**src/rtl/core/jse_pkg.sv**
```systemverilog
// Shared types and constants for the JSON string escaper / UTF-8 encoder.
// No dependencies.
package jse_pkg;

  localparam int CpWidth   = 21;
  localparam int ByteWidth = 8;
  localparam int MaxBytes  = 6;
  localparam int IdxWidth  = $clog2(MaxBytes);

  // default depth of the queue between classifier and serializer
  localparam int QueueDepthDef = 2;

  localparam logic [ByteWidth-1:0] ChBackslash = 8'h5C;
  localparam logic [ByteWidth-1:0] ChQuote     = 8'h22;
  localparam logic [ByteWidth-1:0] ChLowB      = 8'h62;
  localparam logic [ByteWidth-1:0] ChLowF      = 8'h66;
  localparam logic [ByteWidth-1:0] ChLowN      = 8'h6E;
  localparam logic [ByteWidth-1:0] ChLowT      = 8'h74;
  localparam logic [ByteWidth-1:0] ChLowU      = 8'h75;
  localparam logic [ByteWidth-1:0] ChZero      = 8'h30;
  localparam logic [ByteWidth-1:0] ChLowA      = 8'h61;

  localparam logic [CpWidth-1:0] CpBackspace = 21'h08;
  localparam logic [CpWidth-1:0] CpTab       = 21'h09;
  localparam logic [CpWidth-1:0] CpNewline   = 21'h0A;
  localparam logic [CpWidth-1:0] CpFormFeed  = 21'h0C;
  localparam logic [CpWidth-1:0] CpQuote     = 21'h22;
  localparam logic [CpWidth-1:0] CpBackslash = 21'h5C;
  localparam logic [CpWidth-1:0] CpCtrlEnd   = 21'h20;
  localparam logic [CpWidth-1:0] CpAsciiEnd  = 21'h80;
  localparam logic [CpWidth-1:0] Cp2ByteEnd  = 21'h800;
  localparam logic [CpWidth-1:0] Cp3ByteEnd  = 21'h10000;

  // one classified code point: output bytes in order plus index of the last
  typedef struct packed {
    logic [MaxBytes-1:0][ByteWidth-1:0] bytes;
    logic [IdxWidth-1:0]                last_idx;
  } seq_t;

endpackage

```
**src/rtl/core/jse_front.sv**
```systemverilog
// Front end: accepts code points, maps each to its escaped UTF-8 byte sequence.
// Uses jse_pkg.
module jse_front
  import jse_pkg::*;
(
  input  logic               clk,
  input  logic               rst_n,
  input  logic               in_valid,
  output logic               in_ready,
  input  logic [CpWidth-1:0] in_cp,
  output logic               seq_valid,
  input  logic               seq_ready,
  output seq_t               seq
);

  logic valid_r, valid_nxt;
  seq_t seq_r;
  seq_t seq_nxt;

  function automatic logic [ByteWidth-1:0] hex_lower(input logic [3:0] nib);
    logic [ByteWidth-1:0] r;
    if (nib < 4'd10) r = ChZero + {4'd0, nib};
    else             r = ChLowA + {4'd0, nib} - 8'd10;
    return r;
  endfunction

  always_comb begin
    seq_nxt = '0;
    seq_nxt.bytes[0] = ChBackslash;
    priority if (in_cp == CpQuote || in_cp == CpBackslash) begin
      seq_nxt.bytes[1] = in_cp[ByteWidth-1:0];
      seq_nxt.last_idx = IdxWidth'(1);
    end else if (in_cp == CpBackspace) begin
      seq_nxt.bytes[1] = ChLowB;
      seq_nxt.last_idx = IdxWidth'(1);
    end else if (in_cp == CpFormFeed) begin
      seq_nxt.bytes[1] = ChLowF;
      seq_nxt.last_idx = IdxWidth'(1);
    end else if (in_cp == CpNewline) begin
      seq_nxt.bytes[1] = ChLowN;
      seq_nxt.last_idx = IdxWidth'(1);
    end else if (in_cp == CpTab) begin
      seq_nxt.bytes[1] = ChLowT;
      seq_nxt.last_idx = IdxWidth'(1);
    end else if (in_cp < CpCtrlEnd) begin
      // \u00xx, lowercase hex
      seq_nxt.bytes[1] = ChLowU;
      seq_nxt.bytes[2] = ChZero;
      seq_nxt.bytes[3] = ChZero;
      seq_nxt.bytes[4] = hex_lower(in_cp[7:4]);
      seq_nxt.bytes[5] = hex_lower(in_cp[3:0]);
      seq_nxt.last_idx = IdxWidth'(5);
    end else if (in_cp < CpAsciiEnd) begin
      seq_nxt.bytes[0] = in_cp[ByteWidth-1:0];
      seq_nxt.last_idx = IdxWidth'(0);
    end else if (in_cp < Cp2ByteEnd) begin
      seq_nxt.bytes[0] = {3'b110, in_cp[10:6]};
      seq_nxt.bytes[1] = {2'b10, in_cp[5:0]};
      seq_nxt.last_idx = IdxWidth'(1);
    end else if (in_cp < Cp3ByteEnd) begin
      seq_nxt.bytes[0] = {4'b1110, in_cp[15:12]};
      seq_nxt.bytes[1] = {2'b10, in_cp[11:6]};
      seq_nxt.bytes[2] = {2'b10, in_cp[5:0]};
      seq_nxt.last_idx = IdxWidth'(2);
    end else begin
      // surrogates handled above as plain 3-byte; >0x10FFFF uses same 4-byte form
      seq_nxt.bytes[0] = {5'b11110, in_cp[20:18]};
      seq_nxt.bytes[1] = {2'b10, in_cp[17:12]};
      seq_nxt.bytes[2] = {2'b10, in_cp[11:6]};
      seq_nxt.bytes[3] = {2'b10, in_cp[5:0]};
      seq_nxt.last_idx = IdxWidth'(3);
    end
  end

  assign in_ready  = !valid_r || seq_ready;
  assign valid_nxt = in_ready ? in_valid : valid_r;

  always_ff @(posedge clk) begin
    if (!rst_n) begin
      valid_r <= 1'b0;
    end else begin
      valid_r <= valid_nxt;
    end
  end

  always_ff @(posedge clk) begin
    if (in_ready && in_valid) begin
      seq_r <= seq_nxt;
    end
  end

  assign seq_valid = valid_r;
  assign seq       = seq_r;

endmodule

```
**src/rtl/core/jse_queue.sv**
```systemverilog
// Small register queue of classified sequences between front and back.
// Uses jse_pkg.
module jse_queue
  import jse_pkg::*;
#(
  parameter int Depth = QueueDepthDef
) (
  input  logic clk,
  input  logic rst_n,
  input  logic push_valid,
  output logic push_ready,
  input  seq_t push_data,
  output logic pop_valid,
  input  logic pop,
  output seq_t head
);

  localparam int PtrW = (Depth > 1) ? $clog2(Depth) : 1;
  localparam int CntW = $clog2(Depth + 1);
  localparam logic [PtrW-1:0] PtrLast = PtrW'(Depth - 1);
  localparam logic [CntW-1:0] CntFull = CntW'(Depth);

  seq_t mem_r [Depth];
  logic [PtrW-1:0] wr_ptr_r, wr_ptr_nxt;
  logic [PtrW-1:0] rd_ptr_r, rd_ptr_nxt;
  logic [CntW-1:0] cnt_r, cnt_nxt;
  logic do_push, do_pop;

  assign push_ready = (cnt_r != CntFull);
  assign pop_valid  = (cnt_r != '0);
  assign do_push    = push_valid && push_ready;
  assign do_pop     = pop && pop_valid;
  assign head       = mem_r[rd_ptr_r];

  always_comb begin
    wr_ptr_nxt = wr_ptr_r;
    rd_ptr_nxt = rd_ptr_r;
    cnt_nxt    = cnt_r;
    if (do_push) wr_ptr_nxt = (wr_ptr_r == PtrLast) ? '0 : wr_ptr_r + PtrW'(1);
    if (do_pop)  rd_ptr_nxt = (rd_ptr_r == PtrLast) ? '0 : rd_ptr_r + PtrW'(1);
    if (do_push && !do_pop)      cnt_nxt = cnt_r + CntW'(1);
    else if (do_pop && !do_push) cnt_nxt = cnt_r - CntW'(1);
  end

  always_ff @(posedge clk) begin
    if (!rst_n) begin
      wr_ptr_r <= '0;
      rd_ptr_r <= '0;
      cnt_r    <= '0;
    end else begin
      wr_ptr_r <= wr_ptr_nxt;
      rd_ptr_r <= rd_ptr_nxt;
      cnt_r    <= cnt_nxt;
    end
  end

  always_ff @(posedge clk) begin
    if (do_push) begin
      mem_r[wr_ptr_r] <= push_data;
    end
  end

endmodule

```
**src/rtl/core/jse_back.sv**
```systemverilog
// Back end: walks the queue head one byte per cycle into an output register
// while out_ready does not stall it. Uses jse_pkg.
module jse_back
  import jse_pkg::*;
(
  input  logic                 clk,
  input  logic                 rst_n,
  input  logic                 seq_valid,
  output logic                 seq_pop,
  input  seq_t                 seq,
  output logic                 out_valid,
  input  logic                 out_ready,
  output logic [ByteWidth-1:0] out_byte,
  output logic                 out_last
);

  logic [IdxWidth-1:0]  idx_r, idx_nxt;
  logic                 valid_r, valid_nxt;
  logic [ByteWidth-1:0] byte_r;
  logic                 last_r;
  logic                 advance, emit, at_last;

  assign advance = !valid_r || out_ready;
  assign emit    = advance && seq_valid;
  assign at_last = (idx_r == seq.last_idx);
  assign seq_pop = emit && at_last;

  always_comb begin
    idx_nxt   = idx_r;
    valid_nxt = valid_r;
    if (advance) valid_nxt = seq_valid;
    if (emit)    idx_nxt   = at_last ? '0 : idx_r + IdxWidth'(1);
  end

  always_ff @(posedge clk) begin
    if (!rst_n) begin
      idx_r   <= '0;
      valid_r <= 1'b0;
    end else begin
      idx_r   <= idx_nxt;
      valid_r <= valid_nxt;
    end
  end

  always_ff @(posedge clk) begin
    if (emit) begin
      byte_r <= seq.bytes[idx_r];
      last_r <= at_last;
    end
  end

  assign out_valid = valid_r;
  assign out_byte  = byte_r;
  assign out_last  = last_r;

endmodule

```
**src/rtl/core/json_string_escape_utf8_core.sv**
```systemverilog
// Top level of the JSON string escaper with UTF-8 encoding.
// Uses jse_pkg, jse_front, jse_queue, jse_back.
//
// Takes one code point per input beat and sends the bytes that stand for it
// inside a JSON string literal, one byte per output beat, with tlast on the
// final byte of each code point. Quote and backslash get a backslash prefix;
// backspace, form feed, newline and tab become \b \f \n \t; other controls
// below 0x20 become \u00xx in lowercase hex; the slash passes unchanged;
// everything else is UTF-8 encoded in 1 to 4 bytes (surrogates as plain
// 3-byte values, values above 0x10FFFF with the same 4-byte pattern, no
// error flagged). The output register moves one byte per cycle unless
// out_tready stalls it; a code point has 1 to 6 bytes, and a stream of
// 1-byte characters runs at one beat per cycle unless stalled. Input beats
// are taken every cycle while the classifier register and the queue
// (QueueDepth entries) have room. Data passes the classifier register,
// the queue and the output register. No state is kept between code points.
module json_string_escape_utf8_core
  import jse_pkg::*;
#(
  parameter int QueueDepth = QueueDepthDef
) (
  input  logic        clk,
  input  logic        rst_n,
  // input stream
  input  logic        in_tvalid,
  output logic        in_tready,
  input  logic [23:0] in_tdata,   // [20:0] code_point, [23:21] zero
  // output stream
  output logic        out_tvalid,
  input  logic        out_tready,
  output logic [7:0]  out_tdata,  // [7:0] out_byte
  output logic        out_tlast   // last_byte
);

  // front -> queue
  logic f_valid, f_ready;
  seq_t f_seq;
  // queue -> back
  logic q_valid, q_pop;
  seq_t q_head;

  jse_front u_front (
    .clk       (clk),
    .rst_n     (rst_n),
    .in_valid  (in_tvalid),
    .in_ready  (in_tready),
    .in_cp     (in_tdata[CpWidth-1:0]),
    .seq_valid (f_valid),
    .seq_ready (f_ready),
    .seq       (f_seq)
  );

  jse_queue #(
    .Depth (QueueDepth)
  ) u_queue (
    .clk        (clk),
    .rst_n      (rst_n),
    .push_valid (f_valid),
    .push_ready (f_ready),
    .push_data  (f_seq),
    .pop_valid  (q_valid),
    .pop        (q_pop),
    .head       (q_head)
  );

  jse_back u_back (
    .clk       (clk),
    .rst_n     (rst_n),
    .seq_valid (q_valid),
    .seq_pop   (q_pop),
    .seq       (q_head),
    .out_valid (out_tvalid),
    .out_ready (out_tready),
    .out_byte  (out_tdata),
    .out_last  (out_tlast)
  );

endmodule
```
**config.mk**
```make
export PLATFORM = sky130hd
export DESIGN_NAME = json_string_escape_utf8_core
export DESIGN_NICKNAME = d
export VERILOG_FILES = /design/src/rtl/core/jse_pkg.sv /design/src/rtl/core/jse_front.sv /design/src/rtl/core/jse_queue.sv /design/src/rtl/core/jse_back.sv /design/src/rtl/core/json_string_escape_utf8_core.sv
export SDC_FILE = /design/constraint.sdc
export NUM_CORES = 1
export LEC_CHECK = 0
export ABC_AREA = 1
export BUFFER_PORTS_ARGS = -buffer_cell sky130_fd_sc_hd__buf_4
export CAP_MARGIN = 10
export CORE_ASPECT_RATIO = 1.2
export CORE_MARGIN = 4
export CORE_UTILIZATION = 50
export CTS_BUF_LIST = sky130_fd_sc_hd__clkbuf_2
export DETAILED_ROUTE_END_ITERATION = 8
export GPL_TIMING_DRIVEN = 0
export HOLD_SLACK_MARGIN = 0.06
export PLACE_DENSITY_LB_ADDON = 0.25
export SETUP_SLACK_MARGIN = 0.5
export SLEW_MARGIN = 15
export SYNTH_ARGS = -nofsm -noshare
export SYNTH_HDL_FRONTEND = slang
export SYNTH_SLANG_ARGS = --single-unit
export TNS_END_PERCENT = 30
```
**constraint.sdc**
```tcl
create_clock -name clk -period 2.84 [get_ports clk]
set_clock_uncertainty 0.1 [all_clocks]
set_input_delay 0 -clock clk [delete_from_list [all_inputs] [get_ports clk]]
set_output_delay 0 -clock clk [all_outputs]
set_load 0.005 [all_outputs]
```
Word level (Yosys, flattened, before mapping)
Memory sizes are Yosys's and may differ from the RTL's. A register that Yosys moved wholly into a read port is not among the register bits.
Cells that the tools add are included.
W data, S select, Z words.
Operators by class
  $add $sub $neg: 11
  order comparisons: 7
  eq/ne operators: 8
  multiplexer cells: 26
  bitwise operators: 1
  reductions and logical operators: 21
Operators by type and width (number)
  $eq A21 B4 Y1 const B: 4
  $mux W8: 9
  $mux W22: 2
  $mux W25: 1
  $bmux W8 S3: 1
  $eq A21 B6 Y1 const B: 1
  $eq A21 B7 Y1 const B: 1
  $lt A21 B12 Y1 const B: 1
  $lt A21 B17 Y1 const B: 1
  $lt A21 B6 Y1 const B: 1
  $lt A21 B8 Y1 const B: 1
  $mux W19: 1
  $add A7 B4 Y8 const A: 2
  $sub A8 B4 Y8 const B: 2
  $add A6 B4 Y7 const A: 2
  $mux W14: 1
  $reduce_or A6 Y1: 2
  $mux W11: 1
  $reduce_or A9 Y1: 1
  $lt A4 B4 Y1 const B: 2
  $reduce_or A8 Y1: 1
  $logic_and A1 B1 Y1: 7
  $mux W1: 6
  $mux W3: 2
  other kinds (13): 21
Storage, ports and cells
  register bits: 69
  RAM bits: 102
  input bits: 28
  output and inout port bits: 11
  word-level logic and storage cells: 95
  memories kept: 1
Memory list
  u_queue.mem_r: depth 2, width 51, rd ports 1, clocked after Yosys merged registers in 1, write ports 1, line jse_queue.sv:23  | seq_t mem_r [Depth];

Logic depth before layout (Yosys ltp)
Gate-level depths: netlist of run 1.
  depth after elaboration: 10
  gate-level depth with buffers: 12
  gate-level depth less buffers: 12

Cells and area by module
From an unflattened synthesis of run 1, not the netlist that was laid out.
Unflattened totals
  cells, all modules: 618
  area total of the unflattened synthesis: 7870.0 um^2
Modules (own cells, without submodules)
  jse_queue: instances 1, cells an instance 196, area each 4176.5 um^2, sequential area each 3163.0 um^2
  jse_front: instances 1, cells an instance 286, area each 2700.1 um^2, sequential area each 1401.3 um^2
  jse_back: instances 1, cells an instance 136, area each 993.5 um^2, sequential area each 350.3 um^2

Worst setup path after synthesis of run 1
No wires, ideal clock.
  path kind: register -> register
  start point: register u_queue.cnt_r[1]
  end point: memory u_queue.mem_r[1][0] (netlist name), enable pin
  library setup time: 0.451 ns
  arrival: 2.491 ns
  required time: 2.289 ns
  path slack: -0.202 ns
  stages on the path, launching flop included: 4
  path buffers: 0
  clock period less this slack: 3.042 ns
  path through: dfxtp_1 inv_1 o21ai_0 nor2_1
Between the ends
  cells in the longest elaborated chain, start to end: 4
Ends and longest elaborated chain
  start: declaration: line jse_queue.sv:26  | logic [CntW-1:0] cnt_r, cnt_nxt;
  start signal: assignment: line jse_queue.sv:53  | cnt_r <= cnt_nxt;
  $ne A2 B2 Y1: line jse_queue.sv:29  | assign push_ready = (cnt_r != CntFull);
  $logic_and A1 B1 Y1: line jse_queue.sv:31  | assign do_push = push_valid && push_ready;
  $mux W1: line jse_queue.sv:58  | if (do_push) begin
  $mux W1 (implied by the code): line jse_queue.sv:59  | mem_r[wr_ptr_r] <= push_data;
  end: declaration: line jse_queue.sv:23
No other way between the ends.

Final worst setup path of run 1
  start point: input in_tdata[18]
  end point: register u_front.seq_r, in the netlist u_front.seq[7], data pin
Between the ends
  cells in the longest elaborated chain, start to end: 4
  elaborated cells on any way between the ends: 15
  those cells by class: order compare (4); eq/ne (6); mux (3); reduce/logical (2)
Ends and longest elaborated chain
  start: declaration: line json_string_escape_utf8_core.sv:27  | input logic [23:0] in_tdata,
  $lt A21 B17 Y1: line jse_front.sv:60  | end else if (in_cp < Cp3ByteEnd) begin
  $mux W25: line jse_front.sv:60
  $mux W19: line jse_front.sv:56  | end else if (in_cp < Cp2ByteEnd) begin
  $mux W11: line jse_front.sv:53  | end else if (in_cp < CpAsciiEnd) begin
  end signal: assignment: line jse_front.sv:88  | seq_r <= seq_nxt;
  end: declaration: line jse_front.sv:17  | seq_t seq_r;
Several ways; a longest one is shown, not always the timed one.
A chain may end at the register's enable or synchronous reset.

==> results by group, run 1 <==
Worst setup path
  – Setup crit start kind: input pin
  – Crit. End Element: register
  – Worst path depth: 11
  – Family with the most delay on the worst path: buffers and inverters
  – R2R depth: 12
  – Reg2reg end: u_queue.cnt_r[1]
  – Slowest CP cell: dlygate4sd3_1
  – Crit path from: in_tdata[18]
  – Crit-path cells: dlygate4sd3_1 > buf_4 > nor2_4 > nand2_4 > nor2_4 > buf_4 > o21ai_0 > dlygate4sd3_1 > a21oi_1 > dlygate4sd3_1 > nand2_1
  – Most frequent CP cell: dlygate4sd3_1
  – Worst-path fanout max: 9
  – Critical Path RT: 3220 ps
  – Max stage delay on crit path: 570 ps
  – CP Buf/Inv Count: 5
  – Worst R2R Setup Slack: roughly 660 ps
  – Worst EP arrival: about 2800 ps
  – Critical path type: in2reg
  – CP endpoint: u_front.seq[7]

Finish
  – Post-Layout Inst Area: 0.00856 mm2
  – Finished Layout Cells: 959
  – FF+latch area: ~0.0046 mm2
  – Fill count: about 1,000
  – Multi-input logic area: approximately 0.0020 mm2
  – Area Overhead vs Synth: 25.0%
  – Fin nets: between 800 and 900
  – Share of cells above drive strength 1: ~16%

Timing
  – Worst-margin pin slew: ~840 ps
  – Final setup fails: 0
  – Max Slew Vio Count: 0
  – Final period utilization: about 84%
  – RSZ-0062 raised after global routing: yes
  – Hold Vio Cnt, Final: 0
  – Fmax: 420 MHz
  – Min cycle time layout: roughly 2400 ps
  – Rel. slew slack: between 40% and 50%

Drt
  – Initial drt markers: between 300 and 400
  – Vias: about 5,100
  – Total Wirelength: roughly 16 mm
  – Vias/cell: approximately 5.4
  – Antenna Nets Post-Route: 0
  – First drt pass iteration count: 5
  – Wire per inst: around 17 um
  – # DRC: 0

Clock network
  – CTS Buffer Depth: 2
  – Inserted Clock Buffers: 17
  – Clk Latency, worst-skew pair: ~710 ps
  – Clock sinks: between 150 and 200
  – H-tree Lvls: 4
  – CTS tree: built
  – Clk pin slew, worst setup/hold paths: 230 ps
  – Clock root cell: clkbuf_2

Logic synthesis
  – Mapped Cells: between 600 and 700
  – Synth Area per Inst: 10.9 um2
  – Synth area leader: edfxtp_1
  – Yosys cell types: 30
  – Most frequent cell after synthesis: edfxtp_1
  – Post-synth EDFFs: 147
  – Synth Flop Type: edfxtp_1
  – Commonest cells in the netlist: edfxtp_1, nand2_1, nor2_1
  – Sequential area share after synthesis: around 67%
  – Synth warnings: 0
  – Area contributors post-synth: edfxtp_1, nand2_1, nor2_1, o21ai_0, dfxtp_1
  – Asr flop ratio synth: 0%
  – Post-synth top area share: between 60% and 70%
  – Yosys reg bits: roughly 160
  – Cell area after synthesis: between 0.006 and 0.007 mm2

Placed design
  – Placed Area: approximately 0.0074 mm2
  – HPWL after detailed placement: around 11 mm
  – GPL Wtd Cong: ~0.93
  – Placed Cells incl. Taps: between 800 and 900
  – Port Buffers: 34

Floorplanning
  – Die span in x: approximately 110 um
  – Core area: approximately 0.013 mm2
  – I/O pin cnt: 39
  – Die Area: 0.0157 mm2
  – Initial Utilization: 51.3%
  – Cell Rows: 46
  – Die Span Y: around 140 um

Power
  – Power Density: 544 mW/mm2
  – Leakage power: between 3 and 4 nW
  – Worst vdd ir: approximately 0.28 mV

Global routing
  – GRT overflow: 0
  – First-pass GRT wire length: between 20 and 30 mm
  – Gr usage total: a little over a fifth
  – Initial antenna violation count: 1
  – Vias in the first global route: about 5,200
  – Largest net degree at the start of global routing: 39

Worst hold path
  – HP Class: in2reg

Run status
  – Status: finished clean

Flow run
  – # Max-Cap Violations: 0
## flip-flops by register name (all words and copies together), names as in the netlist, named ones only
register           cells
u_front.seq           46
u_front.seq_valid      1
u_queue.mem_r         92
u_queue.wr_ptr_r       1
u_back.out_byte        8
u_back.idx_r           3
u_queue.cnt_r          2
u_back.out_valid       1
u_queue.rd_ptr_r       1
u_back.out_last        1
## cells in the final DEF (no fill, tap or decap), types with 5 or more instances in the layout
master	instances
o21ai_0	59
nand3_1	39
inv_1	44
inv_6	6
inv_2	12
edfxtp_1	147
dlygate4sd3_1	78
ha_1	9
buf_4	43
nor2_1	86
o22ai_1	20
dfxtp_1	9
nand2_1	124
a21oi_1	16
nand4_1	5
inv_8	5
nor2_4	11
clkbuf_2	17
clkbuf_1	13
## power by group
part           internal (mW)  total, mW  switching [mW]
combinational          0.299      0.742           0.443
clock                  0.284       1.15           0.861
sequential              2.71       2.77          0.0606
total                   3.29       4.66            1.37
## cells by family (layout without fill, tap and decap cells)
logic type | after synthesis | count (layout) | share of synthesized area [%]
other cells | 1 | 5 | 0.0547
flops | 157 | 157 | 67.3
fa+ha+maj | 9 | 9 | 1.64
xor+xnor | 3 | 3 | 0.383
buf+inv | 77 | 234 | 4.47
simple gates | 278 | 279 | 17.8
compound gates | 104 | 104 | 8.27
## what timing repair did
item,CTS,global route
buffers inserted,0,8
hold buffers,76,3
setup endpoints to repair,1,16
pin swaps,0,5
gates cloned,0,1
gates resized for setup,2,9
hold endpoints to repair,105,5
## worst min path at each step
stage                            start                 to  slack, ps  depth (start not counted)
after global placement           rst_n   u_back.out_valid        190                          3
after floorplan                  rst_n  u_front.seq_valid         30                          2
after CTS                  in_tdata[1]     u_front.seq[4]         70                          4
after detailed placement         rst_n    u_back.idx_r[2]        200                          3
after global routing      in_tdata[17]    u_front.seq[24]         70                          7
final                     in_tdata[17]     u_front.seq[0]        100                          6
## stage by stage
| stage | TNS (ps) | power [mW] | hold slack [ps] | worst slack [ps] | utilization, % |
|---|---|---|---|---|---|
| 4_1_cts | 0 | 4.65 | 68.8 | 521 | 63.2 |
| 3_3_place_gp | -60800 | 3.43 | 191 | -1240 | 54.9 |
| 6_report | 0 | 4.66 | 97.9 | 459 | 64.1 |
| 3_5_place_dp | 0 | 3.47 | 198 | 316 | 55.7 |
| 2_1_floorplan | -9060 | 3.18 | 31.5 | -197 | - |
| 5_1_grt | 0 | 4.90 | 68.7 | 436 | 64.1 |
## area by class of cell
cell class / instances / area share (%)
sequential: 157 / 53.9
multi-input combinational: 399 / 23.2
timing repair buffer: 125 / 14.1
inverter: 57 / 2.54
tap: 168 / 2.45
clock inverter: 15 / 1.68
buffer: 20 / 1.11
clock buffer: 17 / 0.994
antenna: 1 / 0.0292
## worst reg2reg max path: cells and delay by family (launching register included)
family	cells	cell delay, ps
AO/OA/AOI/OAI	5	580
adder cells (fa/ha/maj)	1	360
buffers and inverters	2	260
flip-flops	1	390
AND/OR/NAND/NOR	4	400
## routing by layer
metal  part of all wire, %  GRT usage (%)  up-vias
met1                    38           24.6     2422
li1                      -              -     2463
met2                    54           38.0      208
met3                   5.2           4.27       46
met4                   3.4           10.4        0
met5                     0              0        -
Power figures use the tool's default switching activity.
==> run 2: changes to the inputs <==
==> constraint.sdc (replaced) <==
create_clock -name clk -period 2.2 [get_ports clk]
set_clock_uncertainty 0.1 [all_clocks]
set_input_delay 0 -clock clk [delete_from_list [all_inputs] [get_ports clk]]
set_output_delay 0 -clock clk [all_outputs]
set_load 0.005 [all_outputs]
==> results by group, run 2 (synthesis gave the netlist of run 1 again) <==
Run status
  – Status: finished clean

Drt
  – Wire per inst: around 17 um
  – Initial drt markers: around 390
  – Total Wirelength: between 15 and 20 mm
  – Vias/cell: between 5 and 6
  – Antenna Nets Post-Route: 0
  – Vias: just over 5,000
  – First drt pass iteration count: 9
  – # DRC: 0

Worst hold path
  – Beginning of the worst hold path: in_tdata[20]
  – HP Class: in2reg
  – Worst Hold Depth: 11

Worst setup path
  – Critical path type: in2reg
  – Crit. End Element: register
  – Worst-path fanout max: 7
  – Critical Path RT: 2690 ps
  – Crit path from: in_tdata[1]
  – Worst EP arrival: approximately 2500 ps
  – Worst path depth: 11
  – Reg2reg end: u_queue.cnt_r[0]
  – CP Buf/Inv Count: 4
  – Crit-path cells: buf_4 > inv_1 > dlygate4sd3_1 > ha_1 > nand3_1 > nor2_1 > nand3_1 > nand2_1 > nand2_1 > dlygate4sd3_1 > nand2_1
  – Max stage delay on crit path: ~710 ps
  – Setup crit start kind: input pin
  – Worst R2R Setup Slack: 350 ps
  – R2R depth: 12
  – Slowest CP cell: dlygate4sd3_1
  – Family with the most delay on the worst path: buffers and inverters
  – Most frequent CP cell: nand2_1
  – CP endpoint: u_front.seq[15]

Global routing
  – GRT overflow: 0
  – Largest net degree at the start of global routing: 25
  – First-pass GRT wire length: around 26 mm
  – Vias in the first global route: 5,117
  – Gr usage total: 21.4%
  – Initial antenna violation count: 1

Timing
  – Rel. slew slack: 61.6%
  – Hold Vio Cnt, Final: 0
  – Final setup fails: 0
  – Worst setup margin: 243 ps
  – Setup TNS: 0 ps
  – Final period utilization: between 80 and 90%
  – Max Slew Vio Count: 0
  – RSZ-0062 raised after global routing: yes
  – Fmax: 511 MHz
  – Min cycle time layout: 1960 ps
  – Worst-margin pin slew: 574 ps

Placed design
  – Setup Slack @ Placement: between 100 and 150 ps
  – Port Buffers: 34
  – Placed Cells incl. Taps: roughly 840
  – HPWL after detailed placement: ~11 mm
  – GPL Wtd Cong: 0.902

Clock network
  – Inserted Clock Buffers: 17
  – Clock sinks: 157
  – Clk pin slew, worst setup/hold paths: ~210 ps
  – Clk Latency, worst-skew pair: ~700 ps
  – CTS tree: built
  – Clock root cell: clkbuf_2
  – H-tree Lvls: 4
  – CTS Buffer Depth: 2

Finish
  – Area Overhead vs Synth: 28.8%
  – Final core utilization: between 60% and 70%
  – Max reg flops: 92
  – Commonest non-fill, non-tap cell in the layout: edfxtp_1
  – Share of cells above drive strength 1: between 20% and 30%
  – Finished Layout Cells: about 970
  – Largest Register: u_queue.mem_r
  – Commonest non-fill, non-tap cells in the layout: edfxtp_1, nand2_1, nor2_1, dlygate4sd3_1, buf_4
  – Fin nets: between 800 and 900

Floorplanning
  – Cell Rows: 46
  – I/O pin cnt: 39
  – Core area: ~0.013 mm2
  – Die span in x: roughly 110 um
  – Die Area: roughly 0.016 mm2
  – Die Span Y: ~140 um
  – Initial Utilization: 51.3%

Power
  – Reg power frac: between 50% and 60%
  – Cell internal pwr: 4.39 mW
  – Sw frac: ~29%
  – Leakage power: roughly 3.5 nW
  – Power Density: ~700 mW/mm2
  – Clk network pwr share: around a quarter
  – P_sw: around 1.8 mW
  – Comb pwr share: approximately 18%
  – Worst vdd ir: roughly 0.41 mV

Flow run
  – # Max-Cap Violations: 0
==> run 2: cell types whose count changed in the layout (fill, tap and decap cells not counted), moves of 5 or more <==
cell | previous run | this run
buf_4 | 43 | 55
clkbuf_1 | 13 | 2
clkbuf_2 | 17 | 25
clkinvlp_4 | 1 | 8
dfxtp_1 | 9 | 4
dlygate4sd3_1 | 78 | 69
inv_1 | 44 | 37
nand2_1 | 124 | 116
nand2_2 | 2 | 9
nor2_1 | 86 | 81
o21ai_0 | 59 | 54
==> run 2: power groups by stage <==
stage | clock network [mW] | registers, mW | logic [mW]
floorplan | 0 | 3.64 | 0.511
CTS | 1.48 | 3.59 | 1.00
finish | 1.45 | 3.59 | 1.10
detailed placement | 0 | 3.65 | 0.858
global route | 1.62 | 3.61 | 1.21
global placement | 0 | 3.65 | 0.814
==> run 2: repair_timing <==
action,in CTS,in global routing
setup endpoints to repair,55,88
gates cloned,1,3
hold buffers,51,20
buffers inserted,14,8
pin swaps,7,12
endpoints found under the hold margin,106,26
gates resized for setup,22,53
==> run 2: cell type report <==
type	instances	area (um2)
inverters	57	235
flip-flops and latches	157	4620
repair buffers	131	1260
fillers	1009	4530
clock inverters	15	135
repair inverters	3	20.0
well taps	168	210
plain buffers	20	144
clock buffers	17	85.1
diodes	1	2.50
multi-input cells	398	2110
==> run 2: metrics by stage <==
stage	cell area, um2	power [mW]	hold WS (ps)
6_report	8830	6.14	31.5
5_1_grt	8830	6.45	-4.27
4_1_cts	8420	6.07	-444
3_5_place_dp	7520	4.51	194
3_3_place_gp	7420	4.46	195
2_1_floorplan	6960	4.15	24.1
==> run 2: worst min path at each step <==
| stage | slack, ps | to |
|---|---|---|
| 6_report | 30 | u_front.seq[14] |
| 5_1_grt | -4 | u_front.seq[14] |
| 4_1_cts | -440 | u_front.seq[12] |
| 3_5_place_dp | 190 | u_front.seq_valid |
| 3_3_place_gp | 200 | u_back.idx_r[2] |
| 2_1_floorplan | 20 | u_front.seq_valid |
==> run 2: worst register-to-register path, delay by kind of cell, from the launching register on <==
family / cells / cell delay [ps]
flops: 1 / 420
fa+ha+maj: 1 / 240
compound gates: 2 / 140
buf+inv: 3 / 380
simple gates: 6 / 490
==> run 2: per-layer routing <==
| layer | global-route usage [%] | up-vias | routed length [um] |
|---|---|---|---|
| li1 | - | 2495 | - |
| met1 | 24.6 | 2380 | 6040 |
| met2 | 37.0 | 247 | 8530 |
| met3 | 4.23 | 65 | 1020 |
| met4 | 12.3 | 0 | 1070 |
| met5 | 0 | - | 0 |
==> run 3: changes to the inputs <==
--- a/config.mk
+++ b/config.mk
@@ -5,7 +5,7 @@
 export SDC_FILE = /design/constraint.sdc
 export NUM_CORES = 1
 export LEC_CHECK = 0
-export ABC_AREA = 1
+export ABC_AREA = 0
 export BUFFER_PORTS_ARGS = -buffer_cell sky130_fd_sc_hd__buf_4
 export CAP_MARGIN = 10
 export CORE_ASPECT_RATIO = 1.2
==> results by group, run 3 <==
Worst setup path
  – Worst-path fanout max: 7
  – Critical Path RT: about 2500 ps
  – Crit. End Element: register
  – Setup crit start kind: input pin
  – Worst EP arrival: about 2600 ps
  – Critical path type: in2reg
  – Worst R2R Setup Slack: -40 ps

Clock network
  – Clock sinks: 157
  – Inserted Clock Buffers: 17
  – H-tree Lvls: 4
  – Clk pin slew, worst setup/hold paths: 170 ps
  – CTS tree: built
  – CTS Buffer Depth: 2
  – Clk Latency, worst-skew pair: between 600 and 700 ps
  – Clock root cell: clkbuf_2

Logic synthesis
  – Commonest cells in the netlist: edfxtp_1, inv_1, mux4_2
  – Post-synth EDFFs: approximately 150
  – Yosys cell types: 60
  – Post-synth top area share: 66.8%
  – Synth area leader: edfxtp_1
  – Asr flop ratio synth: 0%
  – Mapped Cells: between 400 and 500
  – Cell area after synthesis: between 0.006 and 0.007 mm2
  – Synth Flop Type: edfxtp_1
  – Most frequent cell after synthesis: edfxtp_1
  – Synth warnings: 0
  – Sequential area share after synthesis: between 60% and 70%
  – Yosys reg bits: 157
  – Synth Area per Inst: 15.9 um2
  – Area contributors post-synth: edfxtp_1, mux4_2, dfxtp_1, mux2i_1, ha_1

Power
  – Power, Total: between 5 and 6 mW
  – Power Density: 681 mW/mm2
  – Worst vdd ir: 0.326 mV
  – Leakage power: 3.02 nW

Timing
  – Rel. slew slack: a little under half
  – Worst-margin pin slew: 788 ps
  – Max Slew Vio Count: 0
  – Final period utilization: 107%
  – RSZ-0062 raised after global routing: yes
  – Fmax: between 400 and 500 MHz
  – WHS: around 110 ps
  – Final setup fails: 23
  – Worst setup margin: -146 ps
  – Setup TNS: -1310 ps
  – Hold Vio Cnt, Final: 0
  – Min cycle time layout: 2350 ps

Run status
  – Status: complete, but fails checks
  – Violated checks: setup timing

Finish
  – Post-Layout Inst Area: 0.00842 mm2
  – Largest Register: u_queue.mem_r
  – Max reg flops: ~90
  – Share of cells above drive strength 1: around 34%
  – Finished Layout Cells: 723
  – Final core utilization: ~66%
  – Area Overhead vs Synth: 27.4%
  – Fin nets: between 500 and 600
  – Commonest non-fill, non-tap cell in the layout: edfxtp_1
  – Commonest non-fill, non-tap cells in the layout: edfxtp_1, buf_4, dlygate4sd3_1, clkbuf_2, mux4_2

Worst hold path
  – HP Class: in2reg

Drt
  – Initial drt markers: 365
  – # DRC: 0
  – First drt pass iteration count: 5
  – Vias/cell: around 5.6
  – Total Wirelength: roughly 14 mm
  – Antenna Nets Post-Route: 0
  – Wire per inst: around 19 um
  – Vias: approximately 4,000

Floorplanning
  – Core area: 0.0128 mm2
  – Initial Utilization: between 50% and 60%
  – Die span in x: 113 um
  – I/O pin cnt: 39
  – Die Area: between 0.015 and 0.02 mm2
  – Die Span Y: around 130 um
  – Cell Rows: 45

Global routing
  – First-pass GRT wire length: about 22 mm
  – GRT overflow: 0
  – Vias in the first global route: 4,104
  – Gr usage total: between 10% and 20%
  – Largest net degree at the start of global routing: 38
  – Initial antenna violation count: 1

Placed design
  – Setup Slack @ Placement: -686 ps
  – HPWL after detailed placement: between 9 and 10 mm
  – GPL Wtd Cong: roughly 0.91
  – Placed Cells incl. Taps: around 620
  – Port Buffers: 33
  – Placed Area: between 0.007 and 0.008 mm2

Flow run
  – # Max-Cap Violations: 0
-- run 3: changes by cell type in the layout (fill, tap and decap cells not counted), sizes merged, moves of 7 or more --
cell / previous run / this run
nand2: 128 / 19
nor2: 100 / 19
o21ai: 61 / 16
inv: 60 / 23
nand3: 41 / 5
dlygate4sd3: 69 / 35
mux4: 0 / 21
o22ai: 20 / 6
mux2i: 0 / 13
a21oi: 18 / 9
clkinvlp: 9 / 0
and2: 0 / 7
or3: 0 / 7
-- run 3: final timing paths --
path / start / cells past startpoint / endpoint
worst max register to register: register / 10 / u_queue.cnt_r[1]
worst max-delay path: in_tdata[20] / 9 / u_front.seq[15]
worst min-delay path: in_tdata[4] / 5 / u_front.seq[31]
worst min register to register: u_front.seq[19] / 0 / u_queue.mem_r[0][19]
-- run 3: cell families after synthesis --
family | count (synthesis) | share of synthesized area, %
simple gates | 93 | 8.14
fa+ha+maj | 9 | 1.70
mux | 35 | 9.30
other cells | 1 | 0.0568
compound gates | 72 | 7.44
flops | 157 | 69.8
buf+inv | 41 | 2.59
xor+xnor | 7 | 0.928
-- run 3: metal layers --
layer	vias up	GRT usage [%]	share of wire, %
met4	0	8.35	2.7
met5	-	0	0
met1	1985	22.4	39
li1	1884	-	-
met2	152	33.8	54
met3	27	4.56	4.7
-- run 3: worst max-delay path, stage by stage --
cell and delay [ps]:
buf_6 90, dlygate4sd3_1 590, or4_4 570, nor4_4 370, inv_2 150, nor3_4 330, inv_2 130, o21ai_0 170
o221ai_1 230
-- run 3: area by class of cell --
| cell class | instances | area, um2 |
|---|---|---|
| buffer | 18 | 158 |
| sequential | 157 | 4620 |
| clock buffer | 20 | 100 |
| clock inverter | 11 | 101 |
| multi-input combinational | 221 | 2070 |
| tap | 164 | 205 |
| timing repair buffer | 108 | 1060 |
| fill | 894 | 4360 |
| antenna | 1 | 2.50 |
| inverter | 23 | 91.3 |
-- run 3: repair_timing --
item,in CTS,in global routing
gates cloned,2,0
pin swaps,9,18
setup endpoints to repair,123,128
endpoints found under the hold margin,97,38
hold buffers,31,19
buffers inserted,14,17
gates resized for setup,41,60
-- run 3: report_power, final --
part	switching (mW)	internal, mW
sequential	0.0685	3.46
clock	0.874	0.505
combinational	0.408	0.414
